--- src/rtl/core/vrcm_fifo.sv ---
// Small first-in first-out queue with occupancy count.
// Generic; used for the job queue and the result queue.
`timescale 1ns / 1ps
module vrcm_fifo #(
  parameter int WIDTH = 8,
  parameter int DEPTH = 4
) (
  input  logic                     clk_i,
  input  logic                     rst_ni,
  input  logic                     push_i,
  input  logic [WIDTH-1:0]         wdata_i,
  output logic                     full_o,
  input  logic                     pop_i,
  output logic [WIDTH-1:0]         rdata_o,
  output logic                     empty_o,
  output logic [$clog2(DEPTH):0]   count_o
);
  localparam int AW = $clog2(DEPTH);

  logic [WIDTH-1:0] mem_q [DEPTH];
  logic [AW-1:0]    wr_q, rd_q;
  logic [AW:0]      cnt_q;
  logic             do_push, do_pop;

  assign full_o  = cnt_q == (AW+1)'(DEPTH);
  assign empty_o = cnt_q == '0;
  assign do_push = push_i && !full_o;
  assign do_pop  = pop_i && !empty_o;
  assign rdata_o = mem_q[rd_q];
  assign count_o = cnt_q;

  always_ff @(posedge clk_i or negedge rst_ni) begin
    if (!rst_ni) begin
      wr_q  <= '0;
      rd_q  <= '0;
      cnt_q <= '0;
    end else begin
      if (do_push) wr_q <= wr_q + AW'(1);
      if (do_pop)  rd_q <= rd_q + AW'(1);
      if (do_push && !do_pop) begin
        cnt_q <= cnt_q + (AW+1)'(1);
      end else if (do_pop && !do_push) begin
        cnt_q <= cnt_q - (AW+1)'(1);
      end
    end
  end

  always_ff @(posedge clk_i) begin
    if (do_push) mem_q[wr_q] <= wdata_i;
  end

endmodule

--- config.mk ---
export PLATFORM = sky130hd
export DESIGN_NAME = vrcm_fifo
export DESIGN_NICKNAME = d
export VERILOG_FILES = /design/src/rtl/core/vrcm_fifo.sv
export SDC_FILE = /design/constraint.sdc
export NUM_CORES = 1
export LEC_CHECK = 0
export ABC_CLOCK_PERIOD_IN_PS = 2890
export BUFFER_PORTS_ARGS = -buffer_cell sky130_fd_sc_hd__buf_2
export CAP_MARGIN = 20
export CORE_UTILIZATION = 57
export CTS_BUF_LIST = sky130_fd_sc_hd__clkbuf_8
export DETAILED_ROUTE_END_ITERATION = 7
export GPL_TIMING_DRIVEN = 0
export PLACE_DENSITY = 0.81
export RECOVER_POWER = 50
export SLEW_MARGIN = 20
export SYNTH_ARGS = -nofsm -noshare
export SYNTH_HDL_FRONTEND = slang
export SYNTH_SLANG_ARGS = --single-unit
--- constraint.sdc ---
create_clock -name clk_i -period 2.89 [get_ports clk_i]
set_clock_uncertainty 0.2 [all_clocks]
set_input_delay 0.289 -clock clk_i [delete_from_list [all_inputs] [get_ports clk_i]]
set_output_delay 0.289 -clock clk_i [all_outputs]
set_load 0.01 [all_outputs]
Yosys cells after proc, flatten, opt, wreduce, memory -nomap -nowiden
Memories as Yosys holds them, arrays and structs flattened. Cells that the tools add are included.

Bits in registers: 7. Memory bits (writable): 32. Bits of input ports: 12. Output and inout bits: 13. Word-level logic and storage cells: 23. Memories kept: 1.

Memories: mem_q (depth 4, width 8, rd ports 1, clocked after Yosys merged registers in 0, write ports 1, line 20) `logic [WIDTH-1:0] mem_q [DEPTH];`.

$add $sub $neg: 4. Equality and inequality tests: 1. Mux-type cells: 4. Reduce and logical (&&, ||, !) cells: 10.

Operators by type and width (number): $mux W3 (2); $add A2 B1 Y2 const B (2); $logic_and A1 B1 Y1 (4); $logic_not A1 Y1 (4); $add A3 B1 Y3 const B (1); $eq A3 B3 Y1 const B (1); $logic_not A3 Y1 (1); $sub A3 B1 Y3 const B (1); $mux W1 (2); $reduce_bool A2 Y1 (1).

Logic depth before layout (Yosys ltp)
Depth after elaboration: 7. Gate-level depth with buffers: 9. Mapped depth without buffers: 8.

Worst setup path after synthesis
Ideal clock, no wire load.

Path type: register -> register. Start: register cnt_q[0] (netlist: count_o[0]). End: register cnt_q[2] (netlist: count_o[2]). Setup time: 0.079 ns. Arrival: 2.048 ns. Required time: 2.611 ns. Path slack: 0.563 ns. Cell stages (with the launch flop): 9. Buffers on the path: 0. Period minus slack after synthesis: 2.327 ns. Cell sequence: dfrtp_1 nor3_1 nand2b_1 ha_1 inv_1 fa_1 xor2_1 nor2_1 xor2_1.

Longest elaborated chain between the ends: 6. Elaborated cells on any way between the ends: 15. Classes of those cells: add/sub: 2; eq/ne: 1; mux: 2; reduce/logical: 10.

RTL lines: start: declaration (line 22) `logic [AW:0] cnt_q;`; start signal: assignment (line 41) `cnt_q <= cnt_q + (AW+1)'(1);`; start signal: assignment (line 43) `cnt_q <= cnt_q - (AW+1)'(1);`; $logic_not A3 Y1 * (line 26) `assign empty_o = cnt_q == '0;`; via empty_o (line 15) `output logic empty_o,`; $logic_not A1 Y1 * (line 28) `assign do_pop = pop_i && !empty_o;`; $logic_and A1 B1 Y1 * (line 28); $logic_not A1 Y1 (line 40) `if (do_push && !do_pop) begin`; $logic_and A1 B1 Y1 (line 40); $mux W3 / $reduce_bool A2 Y1 (equally long branches).

Mark *: on every way through the listed nets, which the timed path passes. The rest lies on a longest branch. The select of a mux whose other input is x is not followed. A chain may end at the register's enable or synchronous reset.

Final worst setup path
Start: register cnt_q[0] (netlist: count_o[0]). End: register cnt_q[1] (netlist: count_o[1]).

Longest elaborated chain between the ends: 6. Elaborated cells on any way between the ends: 15. Classes of those cells: add/sub: 2; eq/ne: 1; mux: 2; reduce/logical: 10.

RTL lines: $eq A3 B3 Y1 * (line 25) `assign full_o = cnt_q == (AW+1)'(DEPTH);`; $logic_not A1 Y1 * (line 27) `assign do_push = push_i && !full_o;`; $logic_and A1 B1 Y1 * (line 27); via do_push (line 23) `logic do_push, do_pop;`; $logic_not A1 Y1 (line 42) `end else if (do_pop && !do_push) begin`; $logic_and A1 B1 Y1 (line 42); $reduce_bool A2 Y1 (no line).

Marks and branches as above.

==> flow_summary.yaml <==
clock_network:
  cts_resized: 0
  cts_max_level: 2
  postCtsSetupRepairBufs: 0
  root_buffer: "clkbuf_8"
  clock_path_buffers: 2
  cts.sink_count: 39
  clk_latency_ns: 0.28
  cts_tree: "built"
  cts_hold_buffers: 1
  path_clk_slew_ns: 0.07
  cts-buffers-inserted: 5
job:
  max_cap_viol_count: 0
timing:
  tightest_slew_ns: 0.5591
  period_share_pct: 79.71
  finalHoldWorstSlack_ns: 0.05468
  rsz0062_at_grt: "no"
  period_minus_slack_ns: 2.304
  hold_viol: 0
  slew_viol_final: 0
  fmax_mhz: 434.1
  setup_viol_count_final: 0
  slew_headroom_pct: 62.73
  finalSetupTns_ns: 0
layout:
  diodes: 0
  final_cell_area_sq_um: 1843
  drive_gt1_share_pct: 33.64
  register_area_sq_um: 1136
  finalCoreUtilization_pct: 72.42
  fin_cells: 140
  area_growth_pct: 15.98
  multiInputGateArea_sq_um: 410.4
  nets: 127
  nFillCells: 169
global_route:
  grtUsageMet1_pct: 23.53
  grt-busiest-layer: "met2"
  grt_pass1_vias: 771
  grt_max_degree: 14
  grt_use_total_pct: 18.84
  grt_pass1_wl_um: 3560
  grt_util_met2_pct: 30.32
  antenna_found_initial: 0
  grt-ovfl-total: 0
  gr-usage-met3_pct: 5.833
critical_path:
  arrival_ns: 2.27
  critPathSlowestCell: "dfrtp_1"
  path_buf_inv: 2
  startpoint_type: "register"
  reg2reg_slack_ns: 0.59
  crit_family: "adder cells"
  endpoint_kind: "register"
  critical_path.max_fanout: 7
  cp.required_ns: 2.86
  path_cells: "nor3b_1, nor2b_2, buf_6, ha_1, inv_1, fa_1, mux2_2"
  cpPeakStageDelay_ns: 0.46
  worst-setup-path-type: "reg2reg"
drt:
  drtAntennaViolNets: 0
  drtIter0Drc: 15
  via_per_inst: 5.543
  firstDrtPassIters: 4
  wirelength_um: 2359
  num_vias: 776
  drcViolationCount: 0
  wl_per_cell_um: 16.85
place:
  placed_cells_incl_taps: 131
  place_congestion: 0.6981
  place_area_sq_um: 1747
  hpwl_um: 1677
  port_buffers: 24
pwr:
  p_leak_nw: 0.6798
  vdd_drop_max_mv: 0.7131
  power.density_nw_per_um2: 1040
yosys:
  synthesis.instances: 77
  yosys_warnings: 0
  synthesis.nets: 95
  synth_area_per_cell_sq_um: 20.64
  netlist_area_sq_um: 1589
  yosysSeqAreaShare_pct: 71.50
  yosysUniqueCellTypes: 20
  ys_ff_latch: 39
floorplanning:
  dieArea_sq_um: 3003
  die_y_um: 54.80
  core.rowCount: 18
  die_x_um: 54.80
  coreArea_sq_um: 2545
  io_pins: 25
  start_util_pct: 62.44
worst_hold_path:
  min_path_type: "in2reg"
outcome:
  status: "complete, no violations"
==> final timing paths <==
| check | startpoint | to | cells past startpoint |
|---|---|---|---|
| setup / recovery | count_o[0] | count_o[1] | 7 |
| hold / removal | wdata_i[6] | mem_q[1][6] | 1 |
| setup reg to reg | count_o[0] | count_o[1] | 7 |
| hold reg to reg | count_o[2] | count_o[2] | 1 |
| max in group asynchronous | rst_ni | rd_q[0] | 2 |
| min in group asynchronous | rst_ni | count_o[0] | 2 |
==> cell type report <==
class	instances	share of cell area, %
sequential	39	61.64
inverter	3	0.6110
buffer	3	1.086
tap	30	2.037
clock buffer	5	3.734
multi-input combinational	32	22.27
timing repair buffer	25	6.246
clock inverter	3	2.376
==> sequential cells by signal, indices dropped and copies added, names as in the netlist <==
name / flops
count_o: 3
rd_q: 2
mem_q: 32
wr_q: 2
==> where the power goes <==
part	internal, W	switching (W)	total [W]	leakage, nW
Clock	0.000257	0.000179	0.000436	0.0581
Combinational	0.000320	0.000326	0.000646	0.247
Sequential	0.000763	0.0000723	0.000835	0.375
==> metrics by stage <==
| stage | total power (W) | setup WS [ns] |
|---|---|---|
| detailed placement | 0.001524 | 0.6279 |
| finish | 0.001917 | 0.5863 |
| global route | 0.002030 | 0.4606 |
| global placement | 0.001483 | 0.6715 |
| CTS | 0.001963 | 0.6048 |
| floorplan | 0.001308 | 0.5629 |
==> metal layers <==
| layer | wire (um) | part of all wire (%) |
|---|---|---|
| met5 | 0 | 0 |
| met2 | 1287 | 55 |
| met1 | 949 | 40 |
| met3 | 93 | 3.9 |
| met4 | 29 | 1.2 |
==> kinds of logic after synthesis <==
family	count (synthesis)	share of synthesized area (%)
muxes	10	12.99
DFF	39	71.50
buffers and inverters	6	1.968
xor gates and xnor gates	6	3.307
adders and majority gates	6	5.197
and+or+nand+nor	10	5.040
==> placed cells by master, fill, tap and decap left out, types with 2 or more instances in the layout <==
cell type,instances
edfxtp_1,32
buf_2,13
clkbuf_1,13
mux4_2,8
dfrtp_1,7
ha_1,5
clkbuf_8,5
and2_2,4
xnor2_1,4
inv_1,3
xor2_1,2
==> synth_stat cells <==
master	n	area (sq um)
and2_2	4	30.03
mux2_2	1	11.26
inv_1	3	11.26
xnor2_1	4	35.03
dfrtp_1	7	175.2
nand3b_1	1	7.510
ha_1	5	62.56
fa_1	1	20.02
mux4_2	8	180.2
mux2_4	1	15.01
nor3_1	1	5.000
nor3b_4	1	18.77
nor2b_2	1	8.760
edfxtp_1	32	960.9
nand2b_1	1	6.260
clkbuf_1	1	3.750
buf_2	1	5.000
nor2_1	1	3.750
buf_6	1	11.26
xor2_1	2	17.52
Power figures use the tool's default switching activity.
