--- config.mk ---
export PLATFORM = sky130hd
export DESIGN_NAME = vrcm_back
export DESIGN_NICKNAME = d
export VERILOG_FILES = /design/src/rtl/core/vrcm_pkg.sv /design/src/rtl/core/vrcm_back.sv
export SDC_FILE = /design/constraint.sdc
export NUM_CORES = 2
export LEC_CHECK = 0
export BUFFER_PORTS_ARGS = -buffer_cell sky130_fd_sc_hd__buf_2
export CORE_ASPECT_RATIO = 0.9
export CORE_MARGIN = 4
export CORE_UTILIZATION = 63
export DETAILED_ROUTE_END_ITERATION = 16
export PLACE_DENSITY = 0.87
export SYNTH_ARGS = -nofsm -noshare
export SYNTH_HDL_FRONTEND = slang
export SYNTH_SLANG_ARGS = --single-unit
--- constraint.sdc ---
create_clock -name clk_i -period 10.74 [get_ports clk_i]
set_clock_uncertainty 0.05 [all_clocks]
set_input_delay 2.148 -clock clk_i [delete_from_list [all_inputs] [get_ports clk_i]]
set_output_delay 2.148 -clock clk_i [all_outputs]
set_load 0.01 [all_outputs]
--- src/rtl/core/vrcm_pkg.sv ---
// Shared types and constants for the voxel ray clip and march block.
// Used by every module under rtl/core except vrcm_fifo; depends on nothing.
`timescale 1ns / 1ps
package vrcm_pkg;

  localparam int CoordW   = 24;            // input coordinate width
  localparam int FracBits = 8;             // fixed point fraction bits
  localparam int DimW     = 7;             // grid dimension register width
  localparam int DirW     = CoordW + 1;    // end - start
  localparam int PtW      = CoordW + 2;    // clipped / marched points
  localparam int IdxW     = 18;            // linear voxel index
  localparam int NumW     = 53;            // divider dividend width
  localparam int DenW     = DirW + 1;      // divider divisor width
  localparam int IncqW    = FracBits + 1;  // per-step whole increment
  localparam int RemW     = DenW + 1;      // marching remainder

  typedef enum logic [1:0] {
    REG_DIM_X = 2'd0,
    REG_DIM_Y = 2'd1,
    REG_DIM_Z = 2'd2
  } cfg_reg_e;

  typedef struct packed {
    logic            start;
    logic [NumW-1:0] num;
    logic [DenW-1:0] den;
  } div_req_t;

  typedef struct packed {
    logic            done;
    logic [NumW-1:0] quo;
    logic [DenW-1:0] rem;
  } div_rsp_t;

  // one classified segment, handed from the front to the marcher
  typedef struct packed {
    logic                       in_box;
    logic                       stepped;
    logic [2:0]                 neg;
    logic [2:0][PtW-1:0]        pt;
    logic [2:0][IncqW-1:0]      incq;
    logic [2:0][DenW-1:0]       incr;
    logic [DenW-1:0]            twoad;
  } job_t;

  typedef struct packed {
    logic [IdxW-1:0] voxel_index;
    logic            index_valid;
    logic            inside_res;
    logic            last;
  } res_t;

  // round to voxel: add one half, truncate, clamp into [0, dim-1]
  function automatic logic [DimW-1:0] to_voxel(logic signed [PtW-1:0] v,
                                               logic [DimW-1:0] dim);
    logic signed [PtW:0]  r;
    logic [PtW-FracBits-1:0] q;
    logic [DimW-1:0] res;
    r = (PtW+1)'(v) + $signed((PtW+1)'(1 << (FracBits - 1)));
    q = r[PtW-1:FracBits];
    if (r[PtW] || dim == '0) begin
      res = '0;
    end else if (q > (PtW-FracBits)'(dim - DimW'(1))) begin
      res = dim - DimW'(1);
    end else begin
      res = q[DimW-1:0];
    end
    return res;
  endfunction

endpackage

--- src/rtl/core/vrcm_back.sv ---
// Back end: marches a classified segment one voxel per cycle while the result
// queue has room, and forms the linear index in a short pipeline. Depends on vrcm_pkg.
`timescale 1ns / 1ps
module vrcm_back #(
  parameter int MAX_DIM   = 64,
  parameter int OUT_DEPTH = 8
) (
  input  logic                                 clk_i,
  input  logic                                 rst_ni,
  input  logic                                 job_valid_i,
  input  vrcm_pkg::job_t                       job_i,
  input  logic [$clog2(MAX_DIM+1)-1:0]         steps_i,
  output logic                                 job_pop_o,
  input  logic [2:0][vrcm_pkg::DimW-1:0]       dims_i,
  input  logic [$clog2(OUT_DEPTH):0]           out_cnt_i,
  output logic                                 res_push_o,
  output vrcm_pkg::res_t                       res_o
);
  import vrcm_pkg::*;

  localparam int SW  = $clog2(MAX_DIM + 1);
  localparam int OCW = $clog2(OUT_DEPTH) + 1;

  logic                  active_q;
  logic signed [PtW-1:0] pt_q [3];
  logic [RemW-1:0]       ra_q [3];
  logic [RemW-1:0]       ra_n [3];
  logic [SW-1:0]         k_q;

  logic                  credit, issue, last;
  logic [IncqW:0]        delta [3];
  logic signed [PtW-1:0] ptn [3];

  logic                  s1v_q, s2v_q, s3v_q;
  logic signed [PtW-1:0] s1_pt_q [3];
  logic [2:0]            s1_f_q, s2_f_q, s3_f_q;   // {stepped, inside, last}
  logic [DimW-1:0]       s2_c_q [3];
  logic [DimW-1:0]       s3_c0_q;
  logic [2*DimW-1:0]     s3_m1_q, dxy_q;
  logic [3*DimW-1:0]     s3_m2_q;
  logic [3*DimW+1:0]     sum;

  assign credit = ((OCW+1)'(out_cnt_i) + (OCW+1)'(s1v_q) + (OCW+1)'(s2v_q)
                   + (OCW+1)'(s3v_q)) < (OCW+1)'(OUT_DEPTH);
  assign issue  = active_q && credit;
  assign last   = !job_i.stepped || ((SW+1)'(k_q) + (SW+1)'(1) == (SW+1)'(steps_i));
  assign job_pop_o = issue && last;

  // advance the fractional remainder per axis; a wrap carries one more unit
  always_comb begin
    logic [RemW-1:0] t;
    logic            c;
    for (int i = 0; i < 3; i++) begin
      t = ra_q[i] + RemW'(job_i.incr[i]);
      c = t >= RemW'(job_i.twoad);
      ra_n[i] = c ? t - RemW'(job_i.twoad) : t;
      delta[i] = (IncqW+1)'(job_i.incq[i]) + (IncqW+1)'(c);
      ptn[i] = job_i.neg[i] ? pt_q[i] - PtW'(delta[i]) : pt_q[i] + PtW'(delta[i]);
    end
  end

  always_ff @(posedge clk_i or negedge rst_ni) begin
    if (!rst_ni) begin
      active_q <= 1'b0;
      s1v_q    <= 1'b0;
      s2v_q    <= 1'b0;
      s3v_q    <= 1'b0;
    end else begin
      if (!active_q && job_valid_i) active_q <= 1'b1;
      else if (job_pop_o) active_q <= 1'b0;
      s1v_q <= issue;
      s2v_q <= s1v_q;
      s3v_q <= s2v_q;
    end
  end

  always_ff @(posedge clk_i) begin
    dxy_q <= dims_i[0] * dims_i[1];
    if (!active_q) begin
      k_q <= '0;
      for (int i = 0; i < 3; i++) begin
        pt_q[i] <= $signed(job_i.pt[i]);
        ra_q[i] <= RemW'(job_i.twoad >> 1);
      end
    end else if (issue) begin
      k_q <= k_q + SW'(1);
      for (int i = 0; i < 3; i++) begin
        pt_q[i] <= ptn[i];
        ra_q[i] <= ra_n[i];
      end
    end
    for (int i = 0; i < 3; i++) begin
      s1_pt_q[i] <= ptn[i];
      s2_c_q[i]  <= s1_f_q[2] ? to_voxel(s1_pt_q[i], dims_i[i]) : '0;
    end
    s1_f_q  <= {job_i.stepped, job_i.in_box, last};
    s2_f_q  <= s1_f_q;
    s3_f_q  <= s2_f_q;
    s3_c0_q <= s2_c_q[0];
    s3_m1_q <= s2_c_q[1] * dims_i[0];
    s3_m2_q <= s2_c_q[2] * dxy_q;
  end

  assign sum = (3*DimW+2)'(s3_c0_q) + (3*DimW+2)'(s3_m1_q) + (3*DimW+2)'(s3_m2_q);

  assign res_push_o        = s3v_q;
  assign res_o.voxel_index = IdxW'(sum);
  assign res_o.index_valid = s3_f_q[2];
  assign res_o.inside_res  = s3_f_q[1];
  assign res_o.last        = s3_f_q[0];

endmodule

After elaboration in Yosys (flattened, before gate mapping). Memories as Yosys holds them, arrays and structs flattened. A register that Yosys moved wholly into a read port is not among the register bits. Cells that the tools add are included.

Memory bits (writable): 258. Register bits: 66. Logic and storage cells: 103. Output and inout port bits: 23. Memories: 4.

Reductions and logical operators: 13. Multiplexer cells: 27. Multiply operators: 3. Bitwise logic cells: 6. Magnitude comparators: 7. Equal/unequal tests: 1. $add $sub $neg: 31.

Memories: ra_q (words 3, bits a word 27, read ports 3, clocked after Yosys merged registers in 0, wr ports 3, RTL line vrcm_back.sv:26) `logic [RemW-1:0] ra_q [3];`; pt_q (words 3, bits a word 26, read ports 3, clocked after Yosys merged registers in 0, wr ports 3, RTL line vrcm_back.sv:25) `logic signed [PtW-1:0] pt_q [3];`; s1_pt_q (words 3, bits a word 26, read ports 3, clocked after Yosys merged registers in 0, wr ports 3, RTL line vrcm_back.sv:35) `logic signed [PtW-1:0] s1_pt_q [3];`; s2_c_q (words 3, bits a word 7, read ports 3, clocked after Yosys merged registers in 1, wr ports 3, RTL line vrcm_back.sv:37) `logic [DimW-1:0] s2_c_q [3];`.

Operators with widths (count): $mux 27 (6); $mux 26 (6); $add 26x9->27 const B (3); $add 27x26->27 (3); $ge 27x26->1 (3); $sub 27x26->27 (3); $add 26x10->26 (3); $sub 26x10->26 (3); $mux 7 (9); $gt 18x18->1 (3); $add 9x1->10 (3); $mul 7x7->14 (2); $sub 7x1->8 const B (3); $logic_not 7->1 (3); $sub 7x1->7 const B (3); $add 15x18->18 (1); $mul 7x14->18 (1); $add 7x14->15 (1); $add 5x1->5 (2); $add 7x1->8 const B (1); $eq 8x7->1 (1); $add 7x1->7 const B (1); $mux 1 (6); $or 1x1->1 (6); other kinds (6) (12).

Logic depth before layout (Yosys ltp).
Word-level depth: 9. Mapped depth: 41. Depth with buffers taken out: 39.

Worst setup path before layout. OpenSTA, ideal clock, no wires.

Kind: input -> register. Start point: in job_i[78] in the netlist's numbering. End point: mem pt_q[0][77] in the netlist's numbering (data pin). Data arrival time: 9728 ps. Setup slack: 702 ps. Path buffers: 2. Cell stages on the path: 39. Cells stage by stage: ha_1 -> inv_1 -> fa_1 -> nor2b_1 -> o31a_1 -> o21ai_0 -> o21ai_1 -> a211o_1 -> a21oi_1 -> xnor2_1 -> ha_1 -> buf_2 -> a21o_1 -> a21oi_1 -> o221ai_1 -> and3_1 -> o41ai_2 -> a21boi_1 -> [... 3 more ...] -> ha_1 -> ha_1 -> xor2_1 -> nor3_1 -> and3_1 -> and3_1 -> and3_1 -> ha_1 -> inv_1 -> mux2_2 -> ha_1 -> o21ai_0 -> a211oi_1 -> o21ai_1 -> a2111o_1 -> a211o_1 -> a2111o_1 -> mux2_2.

RTL lines: start, declared (RTL line vrcm_back.sv:11) `input vrcm_pkg::job_t job_i,`; end, declared (RTL line vrcm_back.sv:25).

==> key figures <==
Pwr
  • Pwr Density: 346 nW/um^2
  • Max VDD drop: 0.240 mV
  • LEAKAGE: 16.9 nW

Critical path
  • Worst-path maximum fanout: 7
  • Crit-path max cell delay: 0.45 ns
  • CP Class: primary input to flip-flop
  • Slowest CP cell: a2111o_1
  • Cell mode on critical path: ha_1
  • Worst setup SP type: primary input
  • CP top delay family: compound AO/OA/AOI/OAI gates
  • Critical Path AT: 10.47 ns
  • Req. time, crit path: 10.99 ns
  • CP endpoint kind: flip-flop
  • Worst path bufs/invs: 4

Detailed routing
  • Final wirelength: 92600 um
  • DR top layer: met5
  • Wire length on met1: 40000 um
  • DR iter-0 viols: 2908
  • Wire length per cell: 19.2 um
  • DRC Markers: 0
  • Drt pass-1 iters: 6
  • Vias per inst: 6.25
  • Met3 WL: 9140 um
  • Vias: 30200
  • Routed Antenna Nets: 0
  • Metal2 WL: 40100 um

Status
  • Outcome: completed

Floorplan
  • Rows: 79
  • Initial Util: 64.0%
  • Total die area: 56400 sq um
  • Vert. Die Dim: 226 um
  • IO Count: 272
  • Core area: 51900 sq um
  • Die Span X: 250 um

Clock network
  • CTS Buffer Depth: 3
  • Post-CTS setup buffers: 0
  • Clk pin slew, worst setup/hold paths: 0.06 ns
  • CTS tree: yes
  • CTS buffer count: 37
  • Clock Sink Count: 310
  • Root buf cell: clkbuf_16
  • H-Tree Depth: 2
  • Clock latency on the worst-skew pair: 0.55 ns

Synth
  • EDFF count, synth: 159
  • Syn Nets: 4676
  • Mapped Cells: 3883
  • Cell taking the most area after synthesis: ha_1
  • Register area share after synthesis: 23.6%
  • Commonest cells post-synth: 432 x nand2_1, 421 x ha_1, 309 x inv_1
  • FF+latch count, synth: 310
  • Area fraction of the dominant cell type after synthesis: 15.9%
  • Cell variety after synth: 105
  • Post-Syn Area: 33200 sq um
  • Post-synth top flop: edfxtp_1
  • Most frequent cell after synthesis: nand2_1
  • Avg Cell Area, Syn: 8.55 sq um
  • YS warnings: 0
  • Async SR Flop Fraction: 1.29%
  • Main area contributors after synthesis: ha_1 16%, edfxtp_1 14%, dfxtp_1 8.9%, fa_1 7.4%, xnor2_1 6.2%

Timing
  • Final setup fails: 0
  • RSZ-0062 raised after global routing: yes
  • Achievable Freq: 97.8 MHz
  • Post-layout min period: 10.23 ns
  • Hold WS: 0.278 ns
  • Slew Limit Headroom: 13.9%
  • Worst slew pin tran: 1.28 ns
  • Final slew viol count: 0
  • Final Hold Fails: 0
  • Crit share post-route: 95.2%

Global routing
  • First-pass GRT wire length: 147000 um
  • GRT Total Usage: 31.6%
  • Largest net degree at the start of global routing: 78
  • Vias in the first global route: 28700
  • GRT overflow: 0
  • Initial antenna violation count: 11

Placed design
  • IO Port Bufs: 271
  • RD Place Congestion: 0.999
  • Area after DPL: 35100 sq um
  • Hpwl dp: 72400 um

Layout
  • Ratio of cells with drive above 1 in the final layout: 11.1%
  • Layout net count: 4900
  • Fin area: 36400 sq um
  • Layout area overhead: 9.77%

Worst hold path
  • Hold Crit Class: flip-flop to flip-flop

Job
  • Max-cap violations: 0
[per-stage QoR]
stage	total power [mW]	TNS [ns]	instances	utilization, %	worst slack (ns)
after CTS	12.4	0	4824	70.1	0.585
after global routing	13.7	-0.0123	4832	70.2	-0.0123
after floorplan	9.09	0	3883	-	0.702
after detailed placement	11.0	0	4756	67.6	0.0677
final	12.6	0	4836	70.2	0.513
after global placement	10.7	0	4756	67.6	0.247
[per-layer routing]
| layer | vias up | global-route usage [%] |
|---|---|---|
| met2 | 1472 | 49.4 |
| met1 | 14200 | 44.8 |
| met4 | 4 | 10.7 |
| li1 | 14400 | - |
| met3 | 192 | 5.72 |
| met5 | - | 0 |
[kinds of logic (layout without fill, tap and decap cells)]
| logic type | count (synthesis) | in the layout | synth area share [%] |
|---|---|---|---|
| mux | 53 | 53 | 1.74 |
| flops | 310 | 310 | 23.6 |
| fa+ha+maj | 544 | 544 | 23.3 |
| other cells | 0 | 12 | 0 |
| buf+inv | 413 | 666 | 4.93 |
| simple gates | 1236 | 1236 | 17.7 |
| compound gates | 974 | 974 | 19.5 |
| xor+xnor | 353 | 353 | 9.32 |
[area by class of cell]
class                           count  area, sq um
Multi-Input combinational cell   3160        23800
Antenna cell                       12         30.0
Fill cell                        4026        15500
Clock inverter                     18          191
Sequential cell                   310         7820
Timing Repair Buffer              286         1470
Clock buffer                       50         1120
Tap cell                          688          861
Inverter                          312         1180
[worst register-to-register path: cells and delay by family, from the launching register on]
| kind | cells | cell delay [ns] |
|---|---|---|
| xor+xnor | 2 | 0.39 |
| compound gates | 14 | 3.57 |
| buf+inv | 3 | 0.28 |
| fa+ha+maj | 7 | 2.05 |
| mux | 2 | 0.52 |
| simple gates | 9 | 1.44 |
| flops | 1 | 0.37 |
[cells in the final DEF (no fill, tap or decap), types with 38 or more instances in the layout]
cell type	netlist	layout
clkbuf_16	0	43
nand2_1	432	430
a21o_1	116	116
nor3_1	76	76
buf_2	23	271
and2_1	87	87
nand4_1	45	45
and3_1	52	52
ha_1	421	421
xor2_1	119	119
nor2_1	258	258
nand3_1	115	115
a31oi_1	65	65
mux2_2	38	38
inv_1	309	308
fa_1	123	123
o21ai_0	179	179
edfxtp_1	159	159
dfxtp_1	147	147
xnor2_1	234	234
a21oi_1	266	266
[sequential cells by signal, indices dropped and copies added (netlist names)]
register / count
s3_m2_q: 18
s3_c0_q: 7
ra_q: 81
s1v_q: 1
s2_c_q: 21
active_q: 1
s3_f_q: 3
k_q: 7
s3_m1_q: 14
dxy_q: 14
s1_pt_q: 57
s1_f_q: 3
s2_f_q: 3
s2v_q: 1
pt_q: 78
res_push_o: 1
[power by group]
group,internal (mW),total (mW),switching [mW]
sequential,1.85,2.23,0.379
clock,0.831,1.36,0.532
combinational,3.71,9.02,5.31
[final timing paths]
| check | cells after the start | slack, ns | endpoint | from |
|---|---|---|---|---|
| max in group asynchronous | 1 | 9.18 | s2v_q$_DFF_PN0_ | rst_ni |
| hold reg to reg | 0 | 0.28 | s3_f_q[2]$_DFF_P_ | s2_f_q[2]$_DFF_P_ |
| setup reg to reg | 37 | 1.84 | pt_q[0][77]$_DFFE_PP_ | ra_q[0][54]$_DFFE_PP_ |
| setup / recovery | 38 | 0.51 | pt_q[0][77]$_DFFE_PP_ | job_i[78] |
| min in group asynchronous | 1 | 1.34 | res_push_o$_DFF_PN0_ | rst_ni |
| hold / removal | 0 | 0.28 | s3_f_q[2]$_DFF_P_ | s2_f_q[2]$_DFF_P_ |
[timing repair]
action                     CTS  global route
hold buffers                 0             0
setup endpoints to repair    0             6
gates resized for setup      0             3
Note: power is estimated with default switching activity, not from simulation.
