`config.mk`:
```
export PLATFORM = sky130hd
export DESIGN_NAME = vrcm_front
export DESIGN_NICKNAME = d
export VERILOG_FILES = /design/src/rtl/core/vrcm_pkg.sv /design/src/rtl/core/vrcm_front.sv
export SDC_FILE = /design/constraint.sdc
export NUM_CORES = 2
export LEC_CHECK = 0
export ABC_AREA = 1
export BUFFER_PORTS_ARGS = -buffer_cell sky130_fd_sc_hd__buf_2
export CORE_MARGIN = 2
export CORE_UTILIZATION = 30
export CTS_BUF_LIST = sky130_fd_sc_hd__clkbuf_8
export CTS_CLUSTER_DIAMETER = 150
export DETAILED_ROUTE_END_ITERATION = 7
export GPL_ROUTABILITY_DRIVEN = 0
export PLACE_DENSITY = 0.57
export SLEW_MARGIN = 10
export SYNTH_ARGS = -nofsm -noshare
export SYNTH_HDL_FRONTEND = slang
export SYNTH_SLANG_ARGS = --single-unit
```
`constraint.sdc`:
```
create_clock -name clk_i -period 12.8 [get_ports clk_i]
set_clock_uncertainty 0.05 [all_clocks]
set_input_delay 2.56 -clock clk_i [delete_from_list [all_inputs] [get_ports clk_i]]
set_output_delay 2.56 -clock clk_i [all_outputs]
set_load 0.05 [all_outputs]
```
`src/rtl/core/vrcm_pkg.sv`:
```
// Shared types and constants for the voxel ray clip and march block.
// Used by every module under rtl/core except vrcm_fifo; depends on nothing.
`timescale 1ns / 1ps
package vrcm_pkg;

  localparam int CoordW   = 24;            // input coordinate width
  localparam int FracBits = 8;             // fixed point fraction bits
  localparam int DimW     = 7;             // grid dimension register width
  localparam int DirW     = CoordW + 1;    // end - start
  localparam int PtW      = CoordW + 2;    // clipped / marched points
  localparam int IdxW     = 18;            // linear voxel index
  localparam int NumW     = 53;            // divider dividend width
  localparam int DenW     = DirW + 1;      // divider divisor width
  localparam int IncqW    = FracBits + 1;  // per-step whole increment
  localparam int RemW     = DenW + 1;      // marching remainder

  typedef enum logic [1:0] {
    REG_DIM_X = 2'd0,
    REG_DIM_Y = 2'd1,
    REG_DIM_Z = 2'd2
  } cfg_reg_e;

  typedef struct packed {
    logic            start;
    logic [NumW-1:0] num;
    logic [DenW-1:0] den;
  } div_req_t;

  typedef struct packed {
    logic            done;
    logic [NumW-1:0] quo;
    logic [DenW-1:0] rem;
  } div_rsp_t;

  // one classified segment, handed from the front to the marcher
  typedef struct packed {
    logic                       in_box;
    logic                       stepped;
    logic [2:0]                 neg;
    logic [2:0][PtW-1:0]        pt;
    logic [2:0][IncqW-1:0]      incq;
    logic [2:0][DenW-1:0]       incr;
    logic [DenW-1:0]            twoad;
  } job_t;

  typedef struct packed {
    logic [IdxW-1:0] voxel_index;
    logic            index_valid;
    logic            inside_res;
    logic            last;
  } res_t;

  // round to voxel: add one half, truncate, clamp into [0, dim-1]
  function automatic logic [DimW-1:0] to_voxel(logic signed [PtW-1:0] v,
                                               logic [DimW-1:0] dim);
    logic signed [PtW:0]  r;
    logic [PtW-FracBits-1:0] q;
    logic [DimW-1:0] res;
    r = (PtW+1)'(v) + $signed((PtW+1)'(1 << (FracBits - 1)));
    q = r[PtW-1:FracBits];
    if (r[PtW] || dim == '0) begin
      res = '0;
    end else if (q > (PtW-FracBits)'(dim - DimW'(1))) begin
      res = dim - DimW'(1);
    end else begin
      res = q[DimW-1:0];
    end
    return res;
  endfunction

endpackage

```
`src/rtl/core/vrcm_front.sv`:
```
// Front end: accepts a segment, clips it plane by plane, picks the major
// axis and sets up per-step increments. Depends on vrcm_pkg; talks to vrcm_div via ports.
`timescale 1ns / 1ps
module vrcm_front #(
  parameter int MAX_DIM = 64
) (
  input  logic                                         clk_i,
  input  logic                                         rst_ni,
  input  logic                                         push_i,
  output logic                                         full_o,
  input  logic signed [vrcm_pkg::CoordW-1:0]           start_x_i,
  input  logic signed [vrcm_pkg::CoordW-1:0]           start_y_i,
  input  logic signed [vrcm_pkg::CoordW-1:0]           start_z_i,
  input  logic signed [vrcm_pkg::CoordW-1:0]           end_x_i,
  input  logic signed [vrcm_pkg::CoordW-1:0]           end_y_i,
  input  logic signed [vrcm_pkg::CoordW-1:0]           end_z_i,
  input  logic [2:0][vrcm_pkg::DimW-1:0]               dims_i,
  output vrcm_pkg::div_req_t                           div_req_o,
  input  vrcm_pkg::div_rsp_t                           div_rsp_i,
  output logic                                         job_valid_o,
  input  logic                                         job_full_i,
  output vrcm_pkg::job_t                               job_o,
  output logic [$clog2(MAX_DIM+1)-1:0]                 steps_o
);
  import vrcm_pkg::*;

  localparam int SW = $clog2(MAX_DIM + 1);
  localparam int PW = 2 * DirW + 2;   // product width

  typedef enum logic [8:0] {
    F_IDLE  = 9'b000000001,
    F_TEST  = 9'b000000010,
    F_MUL   = 9'b000000100,
    F_GO    = 9'b000001000,
    F_WAIT  = 9'b000010000,
    F_MAJOR = 9'b000100000,
    F_SGO   = 9'b001000000,
    F_SWAIT = 9'b010000000,
    F_PUSH  = 9'b100000000
  } fstate_e;

  fstate_e state_q, state_d;
  logic [2:0] pl_q, pl_d;
  logic [1:0] m_q, m_d;
  logic [1:0] ax_q;

  logic signed [CoordW-1:0] org_q [3];
  logic signed [DirW-1:0]   dir_q [3];
  logic signed [PtW-1:0]    p1_q [3];
  logic signed [PtW-1:0]    p2_q [3];
  logic signed [PtW-1:0]    cpl_q;
  logic signed [PtW:0]      cdiff_q;
  logic signed [PW-1:0]     prod_q;
  logic                     tsel_q, inside_q, stepped_q;
  logic [SW-1:0]            steps_q;
  logic [IncqW-1:0]         incq_q [3];
  logic [DenW-1:0]          incr_q [3];
  logic [DenW-1:0]          twoad_q;

  // plane test
  logic                     lo;
  logic [1:0]               ax;
  logic signed [DimW+1:0]   dm1 [3];
  logic signed [PtW-1:0]    bnd [3];
  logic signed [PtW-1:0]    cpl;
  logic signed [PtW:0]      d1, d2;
  logic                     d1n, d2n, dzero;

  // division operands
  logic [PW-1:0]            absprod;
  logic [DirW-1:0]          absda;
  logic                     qneg;
  logic signed [PtW-1:0]    qval, tval;

  // major axis
  logic [DirW-1:0]          ad [3];
  logic [1:0]               maj;
  logic signed [PtW:0]      span;
  logic [PtW:0]             aspan, shv;
  logic [SW-1:0]            steps_n;

  logic                     m_last, pl_last;

  always_comb begin
    for (int i = 0; i < 3; i++) begin
      dm1[i] = $signed({2'b00, dims_i[i]}) - $signed((DimW+2)'(1));
      bnd[i] = PtW'(dm1[i]) <<< FracBits;
      ad[i]  = dir_q[i][DirW-1] ? DirW'(-dir_q[i]) : DirW'(dir_q[i]);
    end
  end

  assign lo    = pl_q < 3'd3;
  assign ax    = lo ? pl_q[1:0] : 2'(pl_q - 3'd3);
  assign cpl   = lo ? '0 : bnd[ax];
  assign d1    = lo ? (PtW+1)'(p1_q[ax]) - (PtW+1)'(cpl) : (PtW+1)'(cpl) - (PtW+1)'(p1_q[ax]);
  assign d2    = lo ? (PtW+1)'(p2_q[ax]) - (PtW+1)'(cpl) : (PtW+1)'(cpl) - (PtW+1)'(p2_q[ax]);
  assign d1n   = d1[PtW];
  assign d2n   = d2[PtW];
  assign dzero = dir_q[ax] == '0;

  assign absprod = prod_q[PW-1] ? PW'(-prod_q) : PW'(prod_q);
  assign absda   = ad[ax_q];
  assign qneg    = prod_q[PW-1] ^ dir_q[ax_q][DirW-1];
  assign qval    = $signed(div_rsp_i.quo[PtW-1:0]);
  assign tval    = qneg ? PtW'(org_q[m_q]) - qval : PtW'(org_q[m_q]) + qval;

  always_comb begin
    if (ad[0] >= ad[1] && ad[0] >= ad[2]) begin
      maj = 2'd0;
    end else if (ad[1] >= ad[2]) begin
      maj = 2'd1;
    end else begin
      maj = 2'd2;
    end
    span  = (PtW+1)'(p2_q[maj]) - (PtW+1)'(p1_q[maj]);
    aspan = span[PtW] ? (PtW+1)'(-span) : (PtW+1)'(span);
    shv   = aspan >> FracBits;
    if (ad[maj] == '0) begin
      steps_n = '0;
    end else if (shv > (PtW+1)'(MAX_DIM)) begin
      steps_n = SW'(MAX_DIM);
    end else begin
      steps_n = shv[SW-1:0];
    end
  end

  assign m_last  = m_q == 2'd2;
  assign pl_last = pl_q == 3'd5;

  // divider requests
  always_comb begin
    div_req_o = '0;
    case (state_q)
      F_GO: begin
        div_req_o.start = 1'b1;
        div_req_o.num   = NumW'({absprod[PW-3:0], 1'b0}) + NumW'(absda);
        div_req_o.den   = {absda, 1'b0};
      end
      F_SGO: begin
        div_req_o.start = 1'b1;
        div_req_o.num   = NumW'({ad[m_q], (FracBits+1)'(0)});
        div_req_o.den   = twoad_q;
      end
      default: ;
    endcase
  end

  always_comb begin
    state_d = state_q;
    pl_d    = pl_q;
    m_d     = m_q;
    case (state_q)
      F_IDLE: begin
        if (push_i) begin
          state_d = F_TEST;
          pl_d    = '0;
        end
      end
      F_TEST: begin
        if (d1n && d2n) begin
          state_d = F_PUSH;
        end else if ((!d1n && !d2n) || dzero) begin
          if (pl_last) state_d = F_MAJOR;
          else pl_d = pl_q + 3'd1;
        end else begin
          state_d = F_MUL;
          m_d     = '0;
        end
      end
      F_MUL, F_WAIT: begin
        if ((state_q == F_MUL && m_q == ax_q) || (state_q == F_WAIT && div_rsp_i.done)) begin
          if (m_last) begin
            if (pl_last) begin
              state_d = F_MAJOR;
            end else begin
              state_d = F_TEST;
              pl_d    = pl_q + 3'd1;
            end
          end else begin
            state_d = F_MUL;
            m_d     = m_q + 2'd1;
          end
        end else if (state_q == F_MUL) begin
          state_d = F_GO;
        end
      end
      F_GO:  state_d = F_WAIT;
      F_MAJOR: begin
        m_d     = '0;
        state_d = (steps_n == '0) ? F_PUSH : F_SGO;
      end
      F_SGO: state_d = F_SWAIT;
      F_SWAIT: begin
        if (div_rsp_i.done) begin
          if (m_last) begin
            state_d = F_PUSH;
          end else begin
            state_d = F_SGO;
            m_d     = m_q + 2'd1;
          end
        end
      end
      F_PUSH: if (!job_full_i) state_d = F_IDLE;
      default: state_d = F_IDLE;
    endcase
  end

  always_ff @(posedge clk_i or negedge rst_ni) begin
    if (!rst_ni) begin
      state_q <= F_IDLE;
      pl_q    <= '0;
      m_q     <= '0;
    end else begin
      state_q <= state_d;
      pl_q    <= pl_d;
      m_q     <= m_d;
    end
  end

  always_ff @(posedge clk_i) begin
    case (state_q)
      F_IDLE: begin
        org_q[0] <= start_x_i;
        org_q[1] <= start_y_i;
        org_q[2] <= start_z_i;
        dir_q[0] <= DirW'(end_x_i) - DirW'(start_x_i);
        dir_q[1] <= DirW'(end_y_i) - DirW'(start_y_i);
        dir_q[2] <= DirW'(end_z_i) - DirW'(start_z_i);
        p1_q[0]  <= PtW'(start_x_i);
        p1_q[1]  <= PtW'(start_y_i);
        p1_q[2]  <= PtW'(start_z_i);
        p2_q[0]  <= PtW'(end_x_i);
        p2_q[1]  <= PtW'(end_y_i);
        p2_q[2]  <= PtW'(end_z_i);
      end
      F_TEST: begin
        inside_q  <= !(d1n && d2n);
        stepped_q <= 1'b0;
        tsel_q    <= !d1n;
        cpl_q     <= cpl;
        ax_q      <= ax;
        cdiff_q   <= (PtW+1)'(cpl) - (PtW+1)'(org_q[ax]);
      end
      F_MUL: begin
        if (m_q == ax_q) begin
          if (tsel_q) p2_q[m_q] <= cpl_q;
          else p1_q[m_q] <= cpl_q;
        end
        prod_q <= dir_q[m_q] * cdiff_q;
      end
      F_WAIT: begin
        if (div_rsp_i.done) begin
          if (tsel_q) p2_q[m_q] <= tval;
          else p1_q[m_q] <= tval;
        end
      end
      F_MAJOR: begin
        steps_q   <= steps_n;
        stepped_q <= steps_n != '0;
        twoad_q   <= {ad[maj], 1'b0};
      end
      F_SWAIT: begin
        if (div_rsp_i.done) begin
          incq_q[m_q] <= div_rsp_i.quo[IncqW-1:0];
          incr_q[m_q] <= div_rsp_i.rem;
        end
      end
      default: ;
    endcase
  end

  assign full_o      = state_q != F_IDLE;
  assign job_valid_o = state_q == F_PUSH;
  assign steps_o     = steps_q;

  always_comb begin
    job_o.in_box  = inside_q;
    job_o.stepped = stepped_q;
    job_o.twoad   = twoad_q;
    for (int i = 0; i < 3; i++) begin
      job_o.neg[i]  = dir_q[i][DirW-1];
      job_o.pt[i]   = p1_q[i];
      job_o.incq[i] = incq_q[i];
      job_o.incr[i] = incr_q[i];
    end
  end

endmodule

```
=== After elaboration in Yosys (flattened, before gate mapping) ===
Memories as Yosys holds them, arrays and structs flattened. A register that Yosys moved wholly into a read port is not among the register bits.
Index checks and enable logic that the tools add are counted.

* Register bits after elaboration: 156
* Memory bits (writable): 408
* Output and inout bits: 303
* Memories: 6

{| class="wikitable"
|+ Memory list
! name !! depth !! width !! rd ports !! clocked after Yosys merged registers in !! wr ports !! RTL line !! source
|-
| incr_q || 3 || 26 || 3 || 0 || 1 || vrcm_front.sv:57 || <nowiki>logic [DenW-1:0] incr_q [3];</nowiki>
|-
| p1_q || 3 || 26 || 5 || 0 || 3 || vrcm_front.sv:49 || <nowiki>logic signed [PtW-1:0] p1_q [3];</nowiki>
|-
| p2_q || 3 || 26 || 2 || 0 || 3 || vrcm_front.sv:50 || <nowiki>logic signed [PtW-1:0] p2_q [3];</nowiki>
|-
| dir_q || 3 || 25 || 6 || 1 || 3 || vrcm_front.sv:48 || <nowiki>logic signed [DirW-1:0] dir_q [3];</nowiki>
|-
| org_q || 3 || 24 || 2 || 0 || 3 || vrcm_front.sv:47 || <nowiki>logic signed [CoordW-1:0] org_q [3];</nowiki>
|-
| incq_q || 3 || 9 || 3 || 0 || 1 || vrcm_front.sv:56 || <nowiki>logic [IncqW-1:0] incq_q [3];</nowiki>
|}

* $add $sub $neg: 23
* Multipliers: 1
* Order comparisons: 9
* Equal/unequal tests: 23
* Mux-type cells: 82
* Bitwise operators: 7
* Reductions and logical operators: 23

{| class="wikitable"
|+ Operators with widths
! operator !! number
|-
| two-way mux 25 bit || 9
|-
| two-way mux 26 bit || 8
|-
| case mux 80 bit (2 select lines) || 1
|-
| binary-select mux 25 bit (select 2 bit) || 3
|-
| subtractor 26 x 26 -> 27 bit || 5
|-
| two-way mux 9 bit || 11
|-
| two-way mux 27 bit || 3
|-
| >= comparator 25 bit || 3
|-
| negator 25 bit || 3
|-
| subtractor 24 x 24 -> 25 bit || 3
|-
| case mux 9 bit (8 select lines) || 1
|-
| adder 51 x 25 -> 52 bit || 1
|-
| binary-select mux 26 bit (select 2 bit) || 1
|-
| multiplier 25 x 27 -> 52 bit || 1
|-
| OR reduction 26 bit || 2
|-
| logical NOT 25 bit || 2
|-
| two-way mux 50 bit || 1
|-
| negator 50 bit || 1
|-
| negator 27 bit || 1
|-
| subtractor 26 x 24 -> 27 bit || 1
|-
| adder 24 x 26 -> 26 bit || 1
|-
| subtractor 24 x 26 -> 26 bit || 1
|-
| subtractor 7 x 1 -> 8 bit, second input constant || 3
|-
| two-way mux 2 bit || 11
|-
| other kinds (43) || 91
|}

=== Longest topological paths before layout ===
An unclocked memory read counts as a cell.

* Word-level depth: 16
* Gate-level depth with buffers: 62
* Gate-level depth less buffers: 59

=== Worst setup path after synthesis ===
OpenSTA, ideal clock, no wires.

* Kind: register -> output
* Start: register state_q[6]
* End: output full_o
* Arrival: 10,460 ps
* Slack: -270 ps
* Cell stages (with the launch flop): 7
* Cell sequence: dfrtp_1 nor2_1 nand2_1 nor2_1 inv_1 nor2_1 clkinv_1

* Word-level cells in the longest chain between the ends: 1

{| class="wikitable"
|+ Ends and longest elaborated chain
! element !! RTL line !! source
|-
| start, declared || vrcm_front.sv:42 || <nowiki>fstate_e state_q, state_d;</nowiki>
|-
| start signal, assigned || vrcm_front.sv:214 || <nowiki>state_q <= state_d;</nowiki>
|-
| inequality test 9 x 1 -> 1 bit || vrcm_front.sv:272 || <nowiki>assign full_o = state_q != F_IDLE;</nowiki>
|-
| end, declared || vrcm_front.sv:10 || <nowiki>output logic full_o,</nowiki>
|}

No other way between the ends.

==> impl_metrics.toml <==
[outcome]
status = "complete, no violations"

[synthesis]
synthArstFlopShare_pct = 2.34
synth_top_family_by_area = "adder cells"
synth_compound_area_share_pct = 10.3
ys_types = 72
ys_seq_area_share_pct = 26.3
synth_edf_count = 583
synthAdderAreaFrac_pct = 29.4
synth_area_leaders = "edfxtp_1, fa_1, nand2_1, ha_1, inv_1"
yosys-top-cells-count = "nand2_1, inv_1, nor2_1"
syn_inst = 8312
synth_most_common_cell = "nand2_1"
synth_top_area_share_pct = 25.8
synth_mux_area_share_pct = 0
synth_flop_cell = "edfxtp_1"
synthXorXnorAreaFrac_pct = 4.09
synthSimpleGateAreaFrac_pct = 19.6
synth_area_per_cell_um2 = 8.17
synth_seq_cells = 599
yosysTopAreaCell = "edfxtp_1"
ys_warn_count = 0
syn_area_um2 = 67900

[worst_setup_path]
max_stage_delay_ns = 0.71
endpoint_kind = "register"
slowest_stage = "nand2_1"
path_max_fanout = 46
arrival_ns = 11.59
start_kind = "register"
critPathKind = "reg -> reg"
worstPathRequired_ns = 13.50
crit_top_cell = "nand2_1"

[drt]
ant_nets = 0
vias = 62347
wirelength_um = 279000
drtIter0Drc = 7813
drc = 0
dr.pass1.iters = 6
wl_per_cell_um = 23.5
drt-vias-per-instance = 5.26

[timing]
relSlewSlack_pct = 21.5
tns_ns = 0
worst-slew-pin-transition_ns = 1.17
fin_crit_sh_pct = 85.1
fmax_mhz = 91.8
slew_violations = 0
final-setup-viol-count = 0
post-route-min-period_ns = 10.89
rsz0062_at_grt = "false"
hold_viol = 0

[place]
port_buffers = 521
dp_hpwl_um = 225000

[die]
fp.coreArea_um2 = 225000
dieArea_um2 = 230000
num_rows = 174
fp.dieW_um = 480
ioPinCount = 552
die_y_um = 480
start_util_pct = 30.2

[grt]
antenna_found_initial = 31
grt_overflow = 0
grt_max_degree = 113
grt_pass1_wl_um = 402000
grt_pass1_vias = 60481
grt_util_all_layers_pct = 23.6

[run]
cap_violations = 0

[clock_network]
cts-buffers-inserted = 108
worstSkewPairLatency_ns = 0.92
clk_pin_slew_worst_paths_ns = 0.07
clockBufferDepth = 3
h-tree-depth = 3
cts_resized = 0
hold_buffers = 0
cts_tree = "done"
clock_sinks = 599
cts_setup_buffers = 0
clock-root-buffer = "clkbuf_8"

[finish]
area_growth_pct = 12.1
finalNetCount = 10191
drive_gt1_share_pct = 11.1

[hold_path]
hold_path_class = "reg -> reg"
final timing paths:
kind	startpoint	to	slack (ns)	cells after the start
hold reg to reg	state_q[8]	state_q[0]	0.42	1
hold / removal	state_q[8]	state_q[0]	0.42	1
min in group asynchronous	rst_ni	state_q[6]	1.49	1
setup reg to reg	dir_q[0][0]	state_q[8]	1.91	50
max in group asynchronous	rst_ni	m_q[1]	10.88	1
setup / recovery	dir_q[0][0]	state_q[8]	1.91	50
layout by cell type (no fill, tap or decap), drive strengths merged, types with 26 or more instances in the layout:
master  count
a21oi     374
a31oi      27
a32oi      35
buf       635
clkbuf    110
clkinv     50
edfxtp    583
fa        710
ha        460
inv      1563
nand2    1752
nand3     303
nand4      90
nor2      852
nor3       85
nor4       27
o211ai     33
o21ai     516
o21bai     26
o221ai     33
o22ai      28
or2        64
xnor2     106
xor2      210
flip-flops by register name, indices dropped and copies added (netlist names), 25 cells and up, named ones only:
register	flops
cdiff_q	27
dir_q	75
incq_q	27
incr_q	78
org_q	72
p1_q	104
p2_q	104
prod_q	51
twoad_q	25
cells by family (layout without fill, tap and decap cells):
family / after synthesis / in the layout
AOI/OAI and AO/OA: 1210 / 1210
other: 1 / 16
and+or+nand+nor: 3194 / 3194
xor gates and xnor gates: 316 / 316
adders and majority gates: 1170 / 1170
DFF: 599 / 599
buffers and inverters: 1822 / 2366
layout make-up:
| type | instances | area, um2 |
|---|---|---|
| well taps | 2992 | 3740 |
| clock inverters | 86 | 508 |
| multi-input cells | 5893 | 43200 |
| clock buffers | 110 | 1510 |
| diodes | 13 | 32.5 |
| inverters | 1535 | 5760 |
| flip-flops and latches | 599 | 17900 |
| repair buffers | 635 | 3480 |
| fillers | 23510 | 149000 |
critical path, delay by kind of cell (launching register included):
kind | cells | cell delay, ns
adder cells (fa/ha/maj) | 3 | 0.95
AO/OA/AOI/OAI | 6 | 1.09
buffers and inverters | 4 | 1.07
AND/OR/NAND/NOR | 35 | 6.25
flip-flops | 1 | 0.46
XOR/XNOR | 2 | 0.84
routing by layer:
layer  GRT usage [%]  share of wire, %  up-vias
met3            6.26                13      642
met4            11.4               5.5       16
li1                -                 -    27498
met5               0             0.035        -
met2            35.1                42     3980
met1            31.8                40    30211
metrics by stage:
stage / setup slack [ns] / hold slack (ns) / instances / util, % / cell area (um2)
finish: 1.91 / 0.417 / 11863 / 33.9 / 76100
global route: 1.03 / 0.438 / 11856 / 33.9 / 76100
CTS: 2.14 / 0.427 / 11850 / 33.8 / 76100
detailed placement: 2.17 / 0.449 / 11654 / 32.9 / 74100
global placement: 2.21 / 0.445 / 11654 / 32.9 / 74100
floorplan: 3.33 / 0.372 / 8314 / - / 67900
Power is left out: the tool's default activity adds up to more than one toggle a clock period on the data nets, which glitch-free logic cannot reach.
